`src/rtl/ihc_pkg.sv`:
```
// ----------------------------------------------------------------------------
// IPv4 header check package
// Shared constants and types for the IPv4 receive header checker.
// ----------------------------------------------------------------------------
package ihc_pkg;

  localparam logic [3:0] IP_VERSION_FOUR = 4'd4;
  localparam logic [3:0] IHL_MINIMUM     = 4'd5;

  localparam logic [7:0] PROTO_ICMP = 8'd1;
  localparam logic [7:0] PROTO_TCP  = 8'd6;
  localparam logic [7:0] PROTO_UDP  = 8'd17;

  localparam logic [3:0] VERDICT_ICMP          = 4'd0;
  localparam logic [3:0] VERDICT_TCP           = 4'd1;
  localparam logic [3:0] VERDICT_UDP           = 4'd2;
  localparam logic [3:0] VERDICT_BAD_VERSION   = 4'd3;
  localparam logic [3:0] VERDICT_SHORT_IHL     = 4'd4;
  localparam logic [3:0] VERDICT_TTL_ZERO      = 4'd5;
  localparam logic [3:0] VERDICT_BAD_CHECKSUM  = 4'd6;
  localparam logic [3:0] VERDICT_NOT_OURS      = 4'd7;
  localparam logic [3:0] VERDICT_UNKNOWN_PROTO = 4'd8;

  localparam logic [5:0] POS_LEN_HI    = 6'd2;
  localparam logic [5:0] POS_LEN_LO    = 6'd3;
  localparam logic [5:0] POS_IDENT_HI  = 6'd4;
  localparam logic [5:0] POS_IDENT_LO  = 6'd5;
  localparam logic [5:0] POS_TTL       = 6'd8;
  localparam logic [5:0] POS_PROTO     = 6'd9;
  localparam logic [5:0] POS_SRC_FIRST = 6'd12;
  localparam logic [5:0] POS_SRC_LAST  = 6'd15;
  localparam logic [5:0] POS_DST_FIRST = 6'd16;
  localparam logic [5:0] POS_DST_LAST  = 6'd19;

  localparam int unsigned RESULT_DATA_W = 112;

  typedef struct packed {
    logic [3:0]  verdict;
    logic [31:0] source_address;
    logic [31:0] dest_address;
    logic [15:0] total_length;
    logic [15:0] ident;
    logic [7:0]  protocol;
  } ihc_result_t;

endpackage

```
`src/rtl/ihc_parser.sv`:
```
// ----------------------------------------------------------------------------
// IPv4 header parser
// Holds the per-header parse state, folds each byte into the running
// ones-complement checksum and field captures, and forms the verdict.
// ----------------------------------------------------------------------------
module ihc_parser
  import ihc_pkg::*;
(
  input  logic        clk,
  input  logic        rst_n,
  input  logic        step,
  input  logic [7:0]  header_byte,
  input  logic        first_byte,
  input  logic [31:0] local_address,
  output logic        emit,
  output ihc_result_t result
);

  logic        parsing_r,       parsing_nxt;
  logic [5:0]  byte_count_r,    byte_count_nxt;
  logic [5:0]  header_bytes_r,  header_bytes_nxt;
  logic [15:0] sum_r,           sum_nxt;
  logic [7:0]  high_byte_r,     high_byte_nxt;
  logic        ttl_zero_r,      ttl_zero_nxt;
  logic [7:0]  proto_r,         proto_nxt;
  logic [31:0] src_r,           src_nxt;
  logic [31:0] dst_r,           dst_nxt;
  logic [15:0] length_r,        length_nxt;
  logic [15:0] ident_r,         ident_nxt;

  always_comb begin
    logic [16:0] wide_sum;
    logic [6:0]  pos_next;
    logic [3:0]  version;
    logic [3:0]  ihl;

    parsing_nxt      = parsing_r;
    byte_count_nxt   = byte_count_r;
    header_bytes_nxt = header_bytes_r;
    sum_nxt          = sum_r;
    high_byte_nxt    = high_byte_r;
    ttl_zero_nxt     = ttl_zero_r;
    proto_nxt        = proto_r;
    src_nxt          = src_r;
    dst_nxt          = dst_r;
    length_nxt       = length_r;
    ident_nxt        = ident_r;
    emit             = 1'b0;
    result           = '0;
    version          = header_byte[7:4];
    ihl              = header_byte[3:0];
    wide_sum         = {1'b0, sum_r} + {1'b0, high_byte_r, header_byte};
    pos_next         = {1'b0, byte_count_r} + 7'd1;

    if (first_byte) begin
      parsing_nxt      = 1'b0;
      byte_count_nxt   = '0;
      header_bytes_nxt = '0;
      sum_nxt          = '0;
      high_byte_nxt    = '0;
      ttl_zero_nxt     = 1'b0;
      proto_nxt        = '0;
      src_nxt          = '0;
      dst_nxt          = '0;
      length_nxt       = '0;
      ident_nxt        = '0;
      if (version != IP_VERSION_FOUR) begin
        emit           = 1'b1;
        result.verdict = VERDICT_BAD_VERSION;
      end else if (ihl < IHL_MINIMUM) begin
        emit           = 1'b1;
        result.verdict = VERDICT_SHORT_IHL;
      end else begin
        header_bytes_nxt = {ihl, 2'b00};
        high_byte_nxt    = header_byte;
        byte_count_nxt   = 6'd1;
        parsing_nxt      = 1'b1;
      end
    end else if (parsing_r) begin
      if (!byte_count_r[0]) begin
        high_byte_nxt = header_byte;
      end else if (wide_sum[16]) begin
        sum_nxt = wide_sum[15:0] + 16'd1;
      end else begin
        sum_nxt = wide_sum[15:0];
      end

      case (byte_count_r) inside
        POS_LEN_HI, POS_LEN_LO:     length_nxt = {length_r[7:0], header_byte};
        POS_IDENT_HI, POS_IDENT_LO: ident_nxt = {ident_r[7:0], header_byte};
        POS_TTL:                    ttl_zero_nxt = (header_byte == 8'd0);
        POS_PROTO:                  proto_nxt = header_byte;
        [POS_SRC_FIRST:POS_SRC_LAST]: src_nxt = {src_r[23:0], header_byte};
        [POS_DST_FIRST:POS_DST_LAST]: dst_nxt = {dst_r[23:0], header_byte};
        default: ;
      endcase

      if (pos_next < {1'b0, header_bytes_r}) begin
        byte_count_nxt = pos_next[5:0];
      end else begin
        emit                  = 1'b1;
        parsing_nxt           = 1'b0;
        byte_count_nxt        = '0;
        result.source_address = src_nxt;
        result.dest_address   = dst_nxt;
        result.total_length   = length_nxt;
        result.ident          = ident_nxt;
        result.protocol       = proto_nxt;
        if (ttl_zero_nxt) begin
          result.verdict = VERDICT_TTL_ZERO;
        end else if (sum_nxt != 16'hFFFF) begin
          result.verdict = VERDICT_BAD_CHECKSUM;
        end else if (dst_nxt != local_address) begin
          result.verdict = VERDICT_NOT_OURS;
        end else if (proto_nxt == PROTO_ICMP) begin
          result.verdict = VERDICT_ICMP;
        end else if (proto_nxt == PROTO_TCP) begin
          result.verdict = VERDICT_TCP;
        end else if (proto_nxt == PROTO_UDP) begin
          result.verdict = VERDICT_UDP;
        end else begin
          result.verdict = VERDICT_UNKNOWN_PROTO;
        end
      end
    end
  end

  always_ff @(posedge clk) begin
    if (!rst_n) begin
      parsing_r    <= 1'b0;
      byte_count_r <= '0;
    end else if (step) begin
      parsing_r    <= parsing_nxt;
      byte_count_r <= byte_count_nxt;
    end
  end

  always_ff @(posedge clk) begin
    if (step) begin
      header_bytes_r <= header_bytes_nxt;
      sum_r          <= sum_nxt;
      high_byte_r    <= high_byte_nxt;
      ttl_zero_r     <= ttl_zero_nxt;
      proto_r        <= proto_nxt;
      src_r          <= src_nxt;
      dst_r          <= dst_nxt;
      length_r       <= length_nxt;
      ident_r        <= ident_nxt;
    end
  end

endmodule

```
`src/rtl/ipv4_header_check.sv`:
```
// ----------------------------------------------------------------------------
// IPv4 header check
// Path: a header's last byte (or a rejected first byte) is registered in the
// input stage, then its verdict is registered in the output register.
// Throughput: one header byte per cycle; input stalls only while a verdict
// waits in the output register and the next byte would produce another.
// Reset clears the parser's parsing flag and byte count, the pipeline valids and the local address.
// ----------------------------------------------------------------------------
module ipv4_header_check
  import ihc_pkg::*;
(
  input  logic                     clk,
  input  logic                     rst_n,
  input  logic                     cfg_wr_en,
  input  logic [31:0]              cfg_wr_data,
  input  logic                     in_tvalid,
  output logic                     in_tready,
  input  logic [7:0]               in_tdata,   // header_byte
  input  logic                     in_tuser,   // first_byte
  output logic                     out_tvalid,
  input  logic                     out_tready,
  // verdict, source_address, dest_address, total_length, ident, protocol, pad
  output logic [RESULT_DATA_W-1:0] out_tdata
);

  logic                     s1_valid_r;
  logic [7:0]               s1_byte_r;
  logic                     s1_first_r;
  logic [31:0]              local_addr_r;
  logic                     out_valid_r;
  logic [RESULT_DATA_W-1:0] out_data_r;
  logic                     s1_emit;
  logic                     s1_go;
  logic                     out_free;
  ihc_result_t              s1_result;

  assign out_free  = !out_valid_r || out_tready;
  assign s1_go     = !s1_emit || out_free;
  assign in_tready = !s1_valid_r || s1_go;

  always_ff @(posedge clk) begin
    if (!rst_n) begin
      local_addr_r <= '0;
    end else if (cfg_wr_en) begin
      local_addr_r <= cfg_wr_data;
    end
  end

  always_ff @(posedge clk) begin
    if (!rst_n) begin
      s1_valid_r <= 1'b0;
    end else if (in_tready) begin
      s1_valid_r <= in_tvalid;
    end
  end

  always_ff @(posedge clk) begin
    if (in_tvalid && in_tready) begin
      s1_byte_r  <= in_tdata;
      s1_first_r <= in_tuser;
    end
  end

  ihc_parser u_parser (
    .clk           (clk),
    .rst_n         (rst_n),
    .step          (s1_valid_r && s1_go),
    .header_byte   (s1_byte_r),
    .first_byte    (s1_first_r),
    .local_address (local_addr_r),
    .emit          (s1_emit),
    .result        (s1_result)
  );

  always_ff @(posedge clk) begin
    if (!rst_n) begin
      out_valid_r <= 1'b0;
    end else if (out_free) begin
      out_valid_r <= s1_valid_r && s1_emit;
    end
  end

  always_ff @(posedge clk) begin
    if (out_free && s1_valid_r && s1_emit) begin
      out_data_r <= {4'd0, s1_result.protocol, s1_result.ident, s1_result.total_length,
                     s1_result.dest_address, s1_result.source_address,
                     s1_result.verdict};
    end
  end

  assign out_tvalid = out_valid_r;
  assign out_tdata  = out_data_r;

endmodule
```
`config.mk`:
```
export PLATFORM = sky130hd
export DESIGN_NAME = ipv4_header_check
export DESIGN_NICKNAME = d
export VERILOG_FILES = /design/src/rtl/ihc_pkg.sv /design/src/rtl/ihc_parser.sv /design/src/rtl/ipv4_header_check.sv
export SDC_FILE = /design/constraint.sdc
export NUM_CORES = 1
export LEC_CHECK = 0
export BUFFER_PORTS_ARGS = -buffer_cell sky130_fd_sc_hd__buf_2
export CORE_MARGIN = 2
export CORE_UTILIZATION = 35
export DETAILED_ROUTE_END_ITERATION = 8
export GPL_TIMING_DRIVEN = 0
export PLACE_DENSITY = 0.63
export SLEW_MARGIN = 10
export SYNTH_ARGS = -nofsm -noshare
export SYNTH_HDL_FRONTEND = slang
export SYNTH_HIERARCHICAL = 1
export SYNTH_SLANG_ARGS = --single-unit
```
`constraint.sdc`:
```
create_clock -name clk -period 11.3 [get_ports clk]
set_clock_uncertainty 0.15 [all_clocks]
set_input_delay 1.13 -clock clk [delete_from_list [all_inputs] [get_ports clk]]
set_output_delay 1.13 -clock clk [all_outputs]
set_load 0.05 [all_outputs]
```
# Word-level counts from Yosys, hierarchy flattened
# Cells that the tools add are included.
dict set report word_totals {
  reg_bits 293
  inputBits 46
  out_inout_bits 114
  elab_cells 133
}
dict set report classes {
  add_sub_neg 3
  n_lt_le_gt_ge 6
  eq_ne 13
  mux 69
  bitwise 1
  reduce_logical 22
}
# operator n
set op_table {}
lappend op_table {{2-to-1 mux 32 bit} 15}
lappend op_table {{2-to-1 mux 108 bit} 2}
lappend op_table {{2-to-1 mux 16 bit} 10}
lappend op_table {{2-to-1 mux 8 bit} 12}
lappend op_table {{inequality test 32 bit} 1}
lappend op_table {{2-to-1 mux 4 bit} 7}
lappend op_table {{2-to-1 mux 1 bit} 18}
lappend op_table {{2-to-1 mux 6 bit} 3}
lappend op_table {{adder 16 x 16 -> 17 bit} 1}
lappend op_table {{adder 16 x 1 -> 16 bit, second input constant} 1}
lappend op_table {{inequality test 16 bit, second input constant} 1}
lappend op_table {{equality test 6 x 2 -> 1 bit, second input constant} 2}
lappend op_table {{equality test 6 x 3 -> 1 bit, second input constant} 2}
lappend op_table {{equality test 6 x 4 -> 1 bit, second input constant} 2}
lappend op_table {{equality test 8 x 1 -> 1 bit, second input constant} 1}
lappend op_table {{equality test 8 x 3 -> 1 bit, second input constant} 1}
lappend op_table {{equality test 8 x 5 -> 1 bit, second input constant} 1}
lappend op_table {{logical NOT 8 bit} 1}
lappend op_table {{adder 6 x 1 -> 7 bit, second input constant} 1}
lappend op_table {{logical AND 1 bit} 7}
lappend op_table {{< comparator 7 x 6 -> 1 bit} 1}
lappend op_table {{>= comparator 6 x 4 -> 1 bit, second input constant} 1}
lappend op_table {{>= comparator 6 x 5 -> 1 bit, second input constant} 1}
lappend op_table {{<= comparator 6 x 4 -> 1 bit, second input constant} 1}
lappend op_table {{other kinds (13)} 21}

# Longest topological paths before layout
# Gate-level depths: netlist of the first run.
dict set report logic_depth {
  depth_word 17
  depth_mapped 20
}

# Modules after synthesis
# Netlist of the first run, hierarchy kept.
# mod n_inst cells_per_inst area_per_inst_um2 seq_area_each_um2
set modules_own_cells {}
lappend modules_own_cells {ihc_parser 1 949 9052.4 4134.0}
lappend modules_own_cells {ipv4_header_check 1 237 4892.2 4194.0}

# Worst setup path after synthesis of the first run
# Ideal clock, no wire load.
dict set report synth_timing {
  path_kind {register to register}
  startpoint {register u_parser.byte_count_r[0]}
  endpoint {register out_data_r[0], in the netlist out_tdata[0], enable pin}
  setup_time_ps 577
  arrival_ps 7439
  t_required_ps 10573
  slack_ps 3134
  path_stages_with_launch 17
  path_buffers 4
  synth_period_minus_slack_ps 8166
  cell_sequence {dfxtp_1 -> buf_2 -> clkbuf_1 -> nand3_1 -> xnor2_1 -> ha_1 -> a21boi_0 -> o21a_1 -> o21ai_0 -> o211ai_1 -> nand2_1 -> or2_2 -> clkbuf_1 -> clkbuf_1 -> nand2_1 -> nand2_1 -> nor2_1}
}
dict set report synth_via {
  elab_chain_cells 6
}
# element line
set synth_lines {}
lappend synth_lines {{start, declared} ihc_parser.sv:20} ;# logic [5:0] byte_count_r, byte_count_nxt;
lappend synth_lines {{start signal, assigned} ihc_parser.sv:134} ;# byte_count_r <= byte_count_nxt;
lappend synth_lines {{adder 6 x 1 -> 7 bit} ihc_parser.sv:53} ;# pos_next = {1'b0, byte_count_r} + 7'd1;
lappend synth_lines {{< comparator 7 x 6 -> 1 bit} ihc_parser.sv:98} ;# if (pos_next < {1'b0, header_bytes_r}) begin
lappend synth_lines {{2-to-1 mux 1 bit} ihc_parser.sv:98}
lappend synth_lines {{2-to-1 mux 1 bit} ihc_parser.sv:79} ;# end else if (parsing_r) begin
lappend synth_lines {{2-to-1 mux 1 bit} ihc_parser.sv:55} ;# if (first_byte) begin
lappend synth_lines {{named net s1_emit} ipv4_header_check.sv:32} ;# logic s1_emit;
lappend synth_lines {{logical AND 1 bit} ipv4_header_check.sv:84} ;# if (out_free && s1_valid_r && s1_emit) begin
lappend synth_lines {{end signal, assigned} ipv4_header_check.sv:85} ;# out_data_r <= {4'd0, s1_result.protocol, s1_result.ident, s1_result.total_length,
lappend synth_lines {{end, declared} ipv4_header_check.sv:31} ;# logic [RESULT_DATA_W-1:0] out_data_r;
# The timed path passes the listed nets, and every way through them passes these cells.
# A chain may end at the register's enable or synchronous reset.

# Worst setup path in the final report of the first run
dict set report layout_timing {
  startpoint {register u_parser.byte_count_r[0]}
  endpoint {register u_parser.ident_r[7], enable pin}
}
dict set report layout_via {
  elab_chain_cells 9
}
# element line
set layout_lines {}
lappend layout_lines {{adder 6 x 1 -> 7 bit} ihc_parser.sv:53}
lappend layout_lines {{< comparator 7 x 6 -> 1 bit} ihc_parser.sv:98}
lappend layout_lines {{2-to-1 mux 1 bit} ihc_parser.sv:98}
lappend layout_lines {{2-to-1 mux 1 bit} ihc_parser.sv:79}
lappend layout_lines {{2-to-1 mux 1 bit} ihc_parser.sv:55}
lappend layout_lines {{named net s1_emit} ipv4_header_check.sv:32}
lappend layout_lines {{logical NOT 1 bit} ipv4_header_check.sv:38} ;# assign s1_go = !s1_emit || out_free;
lappend layout_lines {{logical OR 1 bit} ipv4_header_check.sv:38}
lappend layout_lines {{logical AND 1 bit} ipv4_header_check.sv:67} ;# .step (s1_valid_r && s1_go),
lappend layout_lines {{AND reduction 2 bit (no source line)} n/a}
lappend layout_lines {{end signal, assigned} ihc_parser.sv:148} ;# ident_r <= ident_nxt;
lappend layout_lines {{end, declared} ihc_parser.sv:29} ;# logic [15:0] ident_r, ident_nxt;
# The timed path passes the listed nets, and every way through them passes these cells.

==> results of run 1 <==
stage by stage:
stage	utilization [%]	total power [mW]	cell area, um^2
finish	42.1	2.59	16700
global route	42.1	2.68	16700
CTS	42.1	2.62	16700
detailed placement	39.2	1.49	15500
global placement	38.9	1.49	15400
floorplan	-	1.42	14000
sequential cells by signal, indices dropped and copies added (netlist names):
register	flops
u_parser/header_bytes_r	4
u_parser/ident_r	16
u_parser/high_byte_r	8
u_parser/sum_r	16
u_parser/length_r	16
u_parser/ttl_zero_r	1
out_tvalid	1
out_tdata	108
s1_first_r	1
local_addr_r	32
u_parser/byte_count_r	6
u_parser/src_r	32
s1_byte_r	8
u_parser/proto_r	8
s1_valid_r	1
u_parser/dst_r	32
u_parser/parsing_r	1
report_power, final:
part | switching (mW) | internal, mW
clock | 0.463 | 0.658
combinational | 0.170 | 0.0781
sequential | 0.0215 | 1.20
layer usage:
layer | track usage [%] | up-vias
met3 | 3.23 | 86
met4 | 7.79 | 0
met1 | 23.6 | 4919
met5 | 0 | -
met2 | 27.8 | 337
li1 | - | 4698
worst paths after layout:
path | startpoint | end | slack, ns | cells after the start
hold / removal | out_tvalid$_SDFFE_PN0P_ | out_tvalid$_SDFFE_PN0P_ | 0.37 | 2
hold reg to reg | out_tvalid$_SDFFE_PN0P_ | out_tvalid$_SDFFE_PN0P_ | 0.37 | 2
setup / recovery | u_parser/byte_count_r[0]$_SDFFE_PN0P_ | u_parser/ident_r[7]$_SDFFCE_PP0P_ | 4.62 | 18
setup reg to reg | u_parser/byte_count_r[0]$_SDFFE_PN0P_ | u_parser/ident_r[7]$_SDFFCE_PP0P_ | 4.62 | 18
cells in the final DEF, fill, tap and decap left out, drive strengths merged, types with 6 or more instances in the layout:
cell      n
edfxtp  250
buf     178
nor2    156
mux2i   106
clkbuf  104
nand2    89
a21oi    62
xnor2    47
nor2b    46
nor3     46
dfxtp    41
and3     40
ha       24
o21ai    19
nand3    19
a211oi   19
xor2     16
inv      16
clkinv   16
and2     12
o211ai   10
a21boi    9
nor4      9
a31oi     6
cells by family (layout without fill, tap and decap cells):
group,after synthesis,after routing,synth area share (%)
other,1,4,0.0269
buffers and inverters,95,317,3.18
adder cells (fa/ha/maj),25,25,2.30
multiplexers,108,108,7.77
AO/OA/AOI/OAI,154,154,7.28
XOR/XNOR,63,63,4.01
AND/OR/NAND/NOR,449,449,15.7
flip-flops,291,291,59.7
critical path: stages (launching register included):
cell and delay [ns]:
dfxtp_1 0.38, buf_2 0.27, clkbuf_1 0.46, nand3_1 0.22, xnor2_1 0.26, ha_1 0.27, a21boi_0 0.12, o21a_1 0.17
o21ai_0 0.15, o211ai_1 0.34, nand2_1 0.46, or2_2 0.18, clkbuf_1 0.27, clkbuf_1 0.49, nand2_1 0.16, a21boi_0 0.46
o21ai_0 0.50, inv_6 0.51, buf_16 0.39
area by class of cell:
type,count,share of cell area [%]
Sequential cell,291,50.0
Clock inverter,21,1.34
Timing Repair Buffer,159,5.36
Buffer,81,2.34
Multi-Input combinational cell,803,31.2
Clock buffer,42,5.53
Inverter,14,0.345
Tap cell,525,3.94
==> results.py, run 1 <==
metrics = {
    "placement": {
        "post-dp-hpwl_um": 26000,
        "port-buffer-count": 154,
        "post-place-ws_ns": 4.71,
        "placedCellCount": 1873,
        "gp_congestion": 0.854,
    },
    "clock_tree": {
        "cts_buffers": 35,
        "clkLatencyLatePin_ns": 0.55,
        "cts_tree": "done",
        "post_cts_resized": 0,
        "cts.reportedPaths.clkPinSlew_ns": 0.06,
        "post_cts_buffers": 0,
        "htreeDepth": 2,
        "clockRootBuffer": "clkbuf_16",
        "cts_buffer_depth": 3,
        "cts_hold_buf": 0,
        "cts.sinks": 291,
    },
    "power": {
        "power.density_mw_per_mm2": 156,
        "cellLeakagePower_nw": 6.02,
        "vdd_drop_max_mv": 0.0966,
    },
    "synthesis": {
        "ys_seq_elements": 291,
        "synth_top_area_cell": "edfxtp_1",
        "ys_seq_area_share_pct": 59.7,
        "async_reset_ff_share_pct": 0,
        "synth.area.top_cells": "edfxtp_1, mux2i_1, dfxtp_1",
        "syn_avg_cell_area_um2": 11.8,
        "synth_edf_count": 250,
        "syn_inst": 1186,
        "yosys_warnings": 6,
        "synth_top_flop_cell": "edfxtp_1",
        "syn_area_mm2": 0.0139,
        "synth.most_common_cell": "edfxtp_1",
        "ys_types": 70,
        "synthTopCellsByCount": "edfxtp_1, nor2_1, mux2i_1",
        "post-synth-top-area-fraction_pct": 53.8,
    },
    "sta": {
        "setup_viol": 0,
        "period_minus_slack_ns": 6.68,
        "timing.hold.ws_ns": 0.373,
        "slew_headroom_pct": 33.1,
        "setup_tns_ns": 0,
        "finalHoldViolations": 0,
        "fin_ws_ns": 4.62,
        "max_freq_mhz": 150,
        "worst_pin_slew_ns": 0.992,
        "period_share_pct": 59.1,
        "rsz0062_at_grt": "no",
        "slew_viol_final": 0,
    },
    "route": {
        "drt_iter0_drc": 736,
        "post_drt_wl_per_cell_um": 18.9,
        "vias": 10000,
        "dr_wl_met2_um": 16500,
        "routed-wl-met3_um": 2090,
        "drtPass1Iterations": 6,
        "m1WireLength_um": 16500,
        "drc": 0,
        "drt-vias-per-instance": 5.19,
        "ant_nets": 0,
        "highest_layer": "met4",
        "totalWireLength_um": 36600,
    },
    "final_layout": {
        "multi_input_area_mm2": 0.00519,
        "insertedDiodeCount": 0,
        "n_fill_cell": 3743,
        "seq_area_mm2": 0.00833,
        "area_delta_synth_final_pct": 19.5,
        "finalNetCount": 1456,
        "stdcell_count": 1936,
        "drive_above_1_share_pct": 17.8,
    },
    "die": {
        "die_x_um": 204,
        "die_h_um": 204,
        "core_area_mm2": 0.0395,
        "placement_rows": 73,
        "die_area_mm2": 0.0415,
        "io_pins": 160,
        "initial_core_util_pct": 35.3,
    },
    "critical_path": {
        "cp.arrival_ns": 6.70,
        "start_kind": "register",
        "crit_fanout": 80,
        "cp.required_ns": 11.32,
        "path_class": "reg2reg",
        "end_kind": "register",
    },
    "global_route": {
        "grt_max_degree": 81,
        "grt-ovfl-total": 0,
        "grt_pass1_vias": 9842,
        "grt_usage_pct": 17.6,
        "grt_first_pass_wirelength_um": 56200,
        "antenna_found_initial": 0,
    },
    "flow_run": {
        "drv_cap": 0,
    },
    "run_status": {
        "status": "finished clean",
    },
    "hold_path": {
        "hold_class": "reg2reg",
    },
}
Power figures use the tool's default switching activity.
==> run 2: changes to the inputs <==
==> constraint.sdc (replaced) <==
create_clock -name clk -period 6.18 [get_ports clk]
set_clock_uncertainty 0.15 [all_clocks]
set_input_delay 0.618 -clock clk [delete_from_list [all_inputs] [get_ports clk]]
set_output_delay 0.618 -clock clk [all_outputs]
set_load 0.05 [all_outputs]
==> run 2 against run 1 <==
Against the previous run: non-clock buffer count up 6; sequential share of layout area down 0.35 points; register-to-register slack worse by 3.8 ns; cell area up 0.71%; core utilization up 0.30 points; global-route usage down 0.30 points; final cell count up 0.26%; power up 84%; clock power up 87%; hold slack worse by 0.24 ns; highest routed layer unchanged.
==> results.py, run 2 (synthesis results as in run 1) <==
metrics = {
    "die": {
        "initial_core_util_pct": 35.3,
        "placement_rows": 73,
        "die_x_um": 204,
        "io_pins": 160,
        "die_area_mm2": 0.0415,
        "die_h_um": 204,
        "core_area_mm2": 0.0395,
    },
    "route": {
        "drt_iter0_drc": 707,
        "drc": 0,
        "drt-vias-per-instance": 5.07,
        "vias": 9844,
        "post_drt_wl_per_cell_um": 18.6,
        "totalWireLength_um": 36100,
        "drtPass1Iterations": 5,
        "ant_nets": 0,
    },
    "sta": {
        "period_minus_slack_ns": 5.33,
        "slew_viol_final": 0,
        "rsz0062_at_grt": "no",
        "period_share_pct": 86.2,
        "setup_viol": 0,
        "finalHoldViolations": 0,
        "max_freq_mhz": 188,
        "worst_pin_slew_ns": 0.880,
        "slew_headroom_pct": 41.0,
    },
    "final_layout": {
        "n_fill_cell": 3701,
        "finalNetCount": 1462,
        "seq_area_mm2": 0.00833,
        "insertedDiodeCount": 0,
        "multi_input_area_mm2": 0.00519,
        "largest_register_ffs": 108,
        "drive_above_1_share_pct": 18.6,
        "design_area_mm2": 0.0168,
        "stdcell_count": 1941,
        "final_cell_mix": "edfxtp_1, buf_2, nor2_1",
        "final_common_cell": "edfxtp_1",
        "area_delta_synth_final_pct": 20.3,
    },
    "clock_tree": {
        "cts_hold_buf": 0,
        "clkLatencyLatePin_ns": 0.53,
        "cts_buffers": 34,
        "cts.sinks": 291,
        "cts_tree": "done",
        "clockRootBuffer": "clkbuf_16",
        "cts.reportedPaths.clkPinSlew_ns": 0.06,
        "cts_buffer_depth": 3,
        "htreeDepth": 2,
    },
    "critical_path": {
        "crit_fanout": 19,
        "worstRegToRegCells": 18,
        "cp_slowest_stage_delay_ns": 0.36,
        "cp_cell_sequence": "buf_2, nand3_1, xnor2_1, ha_1, a21boi_0, o21a_1, o21ai_0, o211ai_1, nand2_2, or2_2, clkbuf_1, clkbuf_2, nand2_1, nand4b_1, buf_2",
        "crit_slowest_cell": "dfxtp_1",
        "end_kind": "output pin",
        "crit_path_frequent_cell": "buf_2",
        "path_class": "reg2out",
        "cp.arrival_ns": 4.56,
        "cp.required_ns": 5.41,
        "start_kind": "register",
    },
    "global_route": {
        "grt_max_degree": 33,
        "grt-ovfl-total": 0,
        "grt_pass1_vias": 9714,
        "grt_first_pass_wirelength_um": 55400,
        "grt_usage_pct": 17.3,
        "antenna_found_initial": 1,
    },
    "hold_path": {
        "hold_path_depth": 1,
        "hold_class": "in2reg",
    },
    "placement": {
        "gp_congestion": 0.849,
        "postPlaceCellArea_mm2": 0.0156,
        "placedCellCount": 1876,
        "port-buffer-count": 154,
        "post-dp-hpwl_um": 26000,
    },
    "power": {
        "vdd_drop_max_mv": 0.160,
        "power.density_mw_per_mm2": 285,
        "finalPower_mw": 4.78,
        "cellLeakagePower_nw": 6.08,
    },
    "run_status": {
        "status": "finished clean",
    },
    "flow_run": {
        "drv_cap": 0,
    },
}
-- run 2: cell types whose count changed in the layout (fill, tap and decap cells not counted), moves of 2 or more --
cell        before  now
clkbuf_1        67   62
buf_4            6   10
buf_12           5    8
bufinv_16        3    5
clkinvlp_4       0    2
-- run 2: cell type report --
class                   instances  area share (%)
flip-flops and latches        291            49.6
multi-input cells             803            31.0
repair buffers                166            5.86
clock buffers                  38            5.35
well taps                     525            3.91
plain buffers                  80            2.31
clock inverters                23            1.61
inverters                      14           0.335
repair inverters                1          0.0447
-- run 2: final timing paths --
path                                         start                           endpoint  slack, ns
max reg2reg  u_parser/byte_count_r[0]$_SDFFE_PN0P_  u_parser/proto_r[0]$_SDFFCE_PP0P_       0.85
min                                    in_tdata[6]             s1_byte_r[6]$_DFFE_PP_       0.14
min reg2reg                out_tvalid$_SDFFE_PN0P_            out_tvalid$_SDFFE_PN0P_       0.36
max          u_parser/byte_count_r[0]$_SDFFE_PN0P_                          in_tready       0.85
-- run 2: metrics by stage --
| step | setup TNS [ns] | utilization [%] | hold WS, ns | setup WS [ns] |
|---|---|---|---|---|
| 2_1_floorplan | 0 | - | 0.354 | 0.263 |
| 3_3_place_gp | -344.58 | 38.9 | 0.342 | -2.07 |
| 3_5_place_dp | -26.43 | 39.4 | 0.351 | -0.400 |
| 4_1_cts | 0 | 42.4 | 0.118 | 0.193 |
| 5_1_grt | 0 | 42.4 | 0.131 | 0.376 |
| 6_report | 0 | 42.4 | 0.136 | 0.851 |
-- run 2: metal layers --
metal	part of all wire [%]	global-route usage, %	routed length, um	vias up
met5	0	0	0	-
met1	45	23.3	16100	4718
met4	4.2	7.48	1510	0
li1	-	-	-	4713
met2	45	26.8	16200	334
met3	6.4	3.88	2310	79
-- run 2: critical path, delay by kind of cell (launching register included) --
family,cells,cell delay [ns]
buf+inv,4,1.28
simple gates,5,1.07
compound gates,4,0.79
flops,1,0.36
fa+ha+maj,1,0.28
xor+xnor,1,0.26
-- run 2: repair_timing --
item                                    4_1_cts  5_1_grt
pin swaps                                     0        0
gates resized for setup                       2        3
gates cloned                                  1        0
buffers inserted                              4        0
endpoints found under the setup margin      122      131
-- run 2: report_power, final --
group	internal, mW	switching, mW	total, mW	leakage (nW)
clock	1.27	0.822	2.09	0.576
combinational	0.147	0.310	0.458	2.92
sequential	2.20	0.0387	2.24	2.58
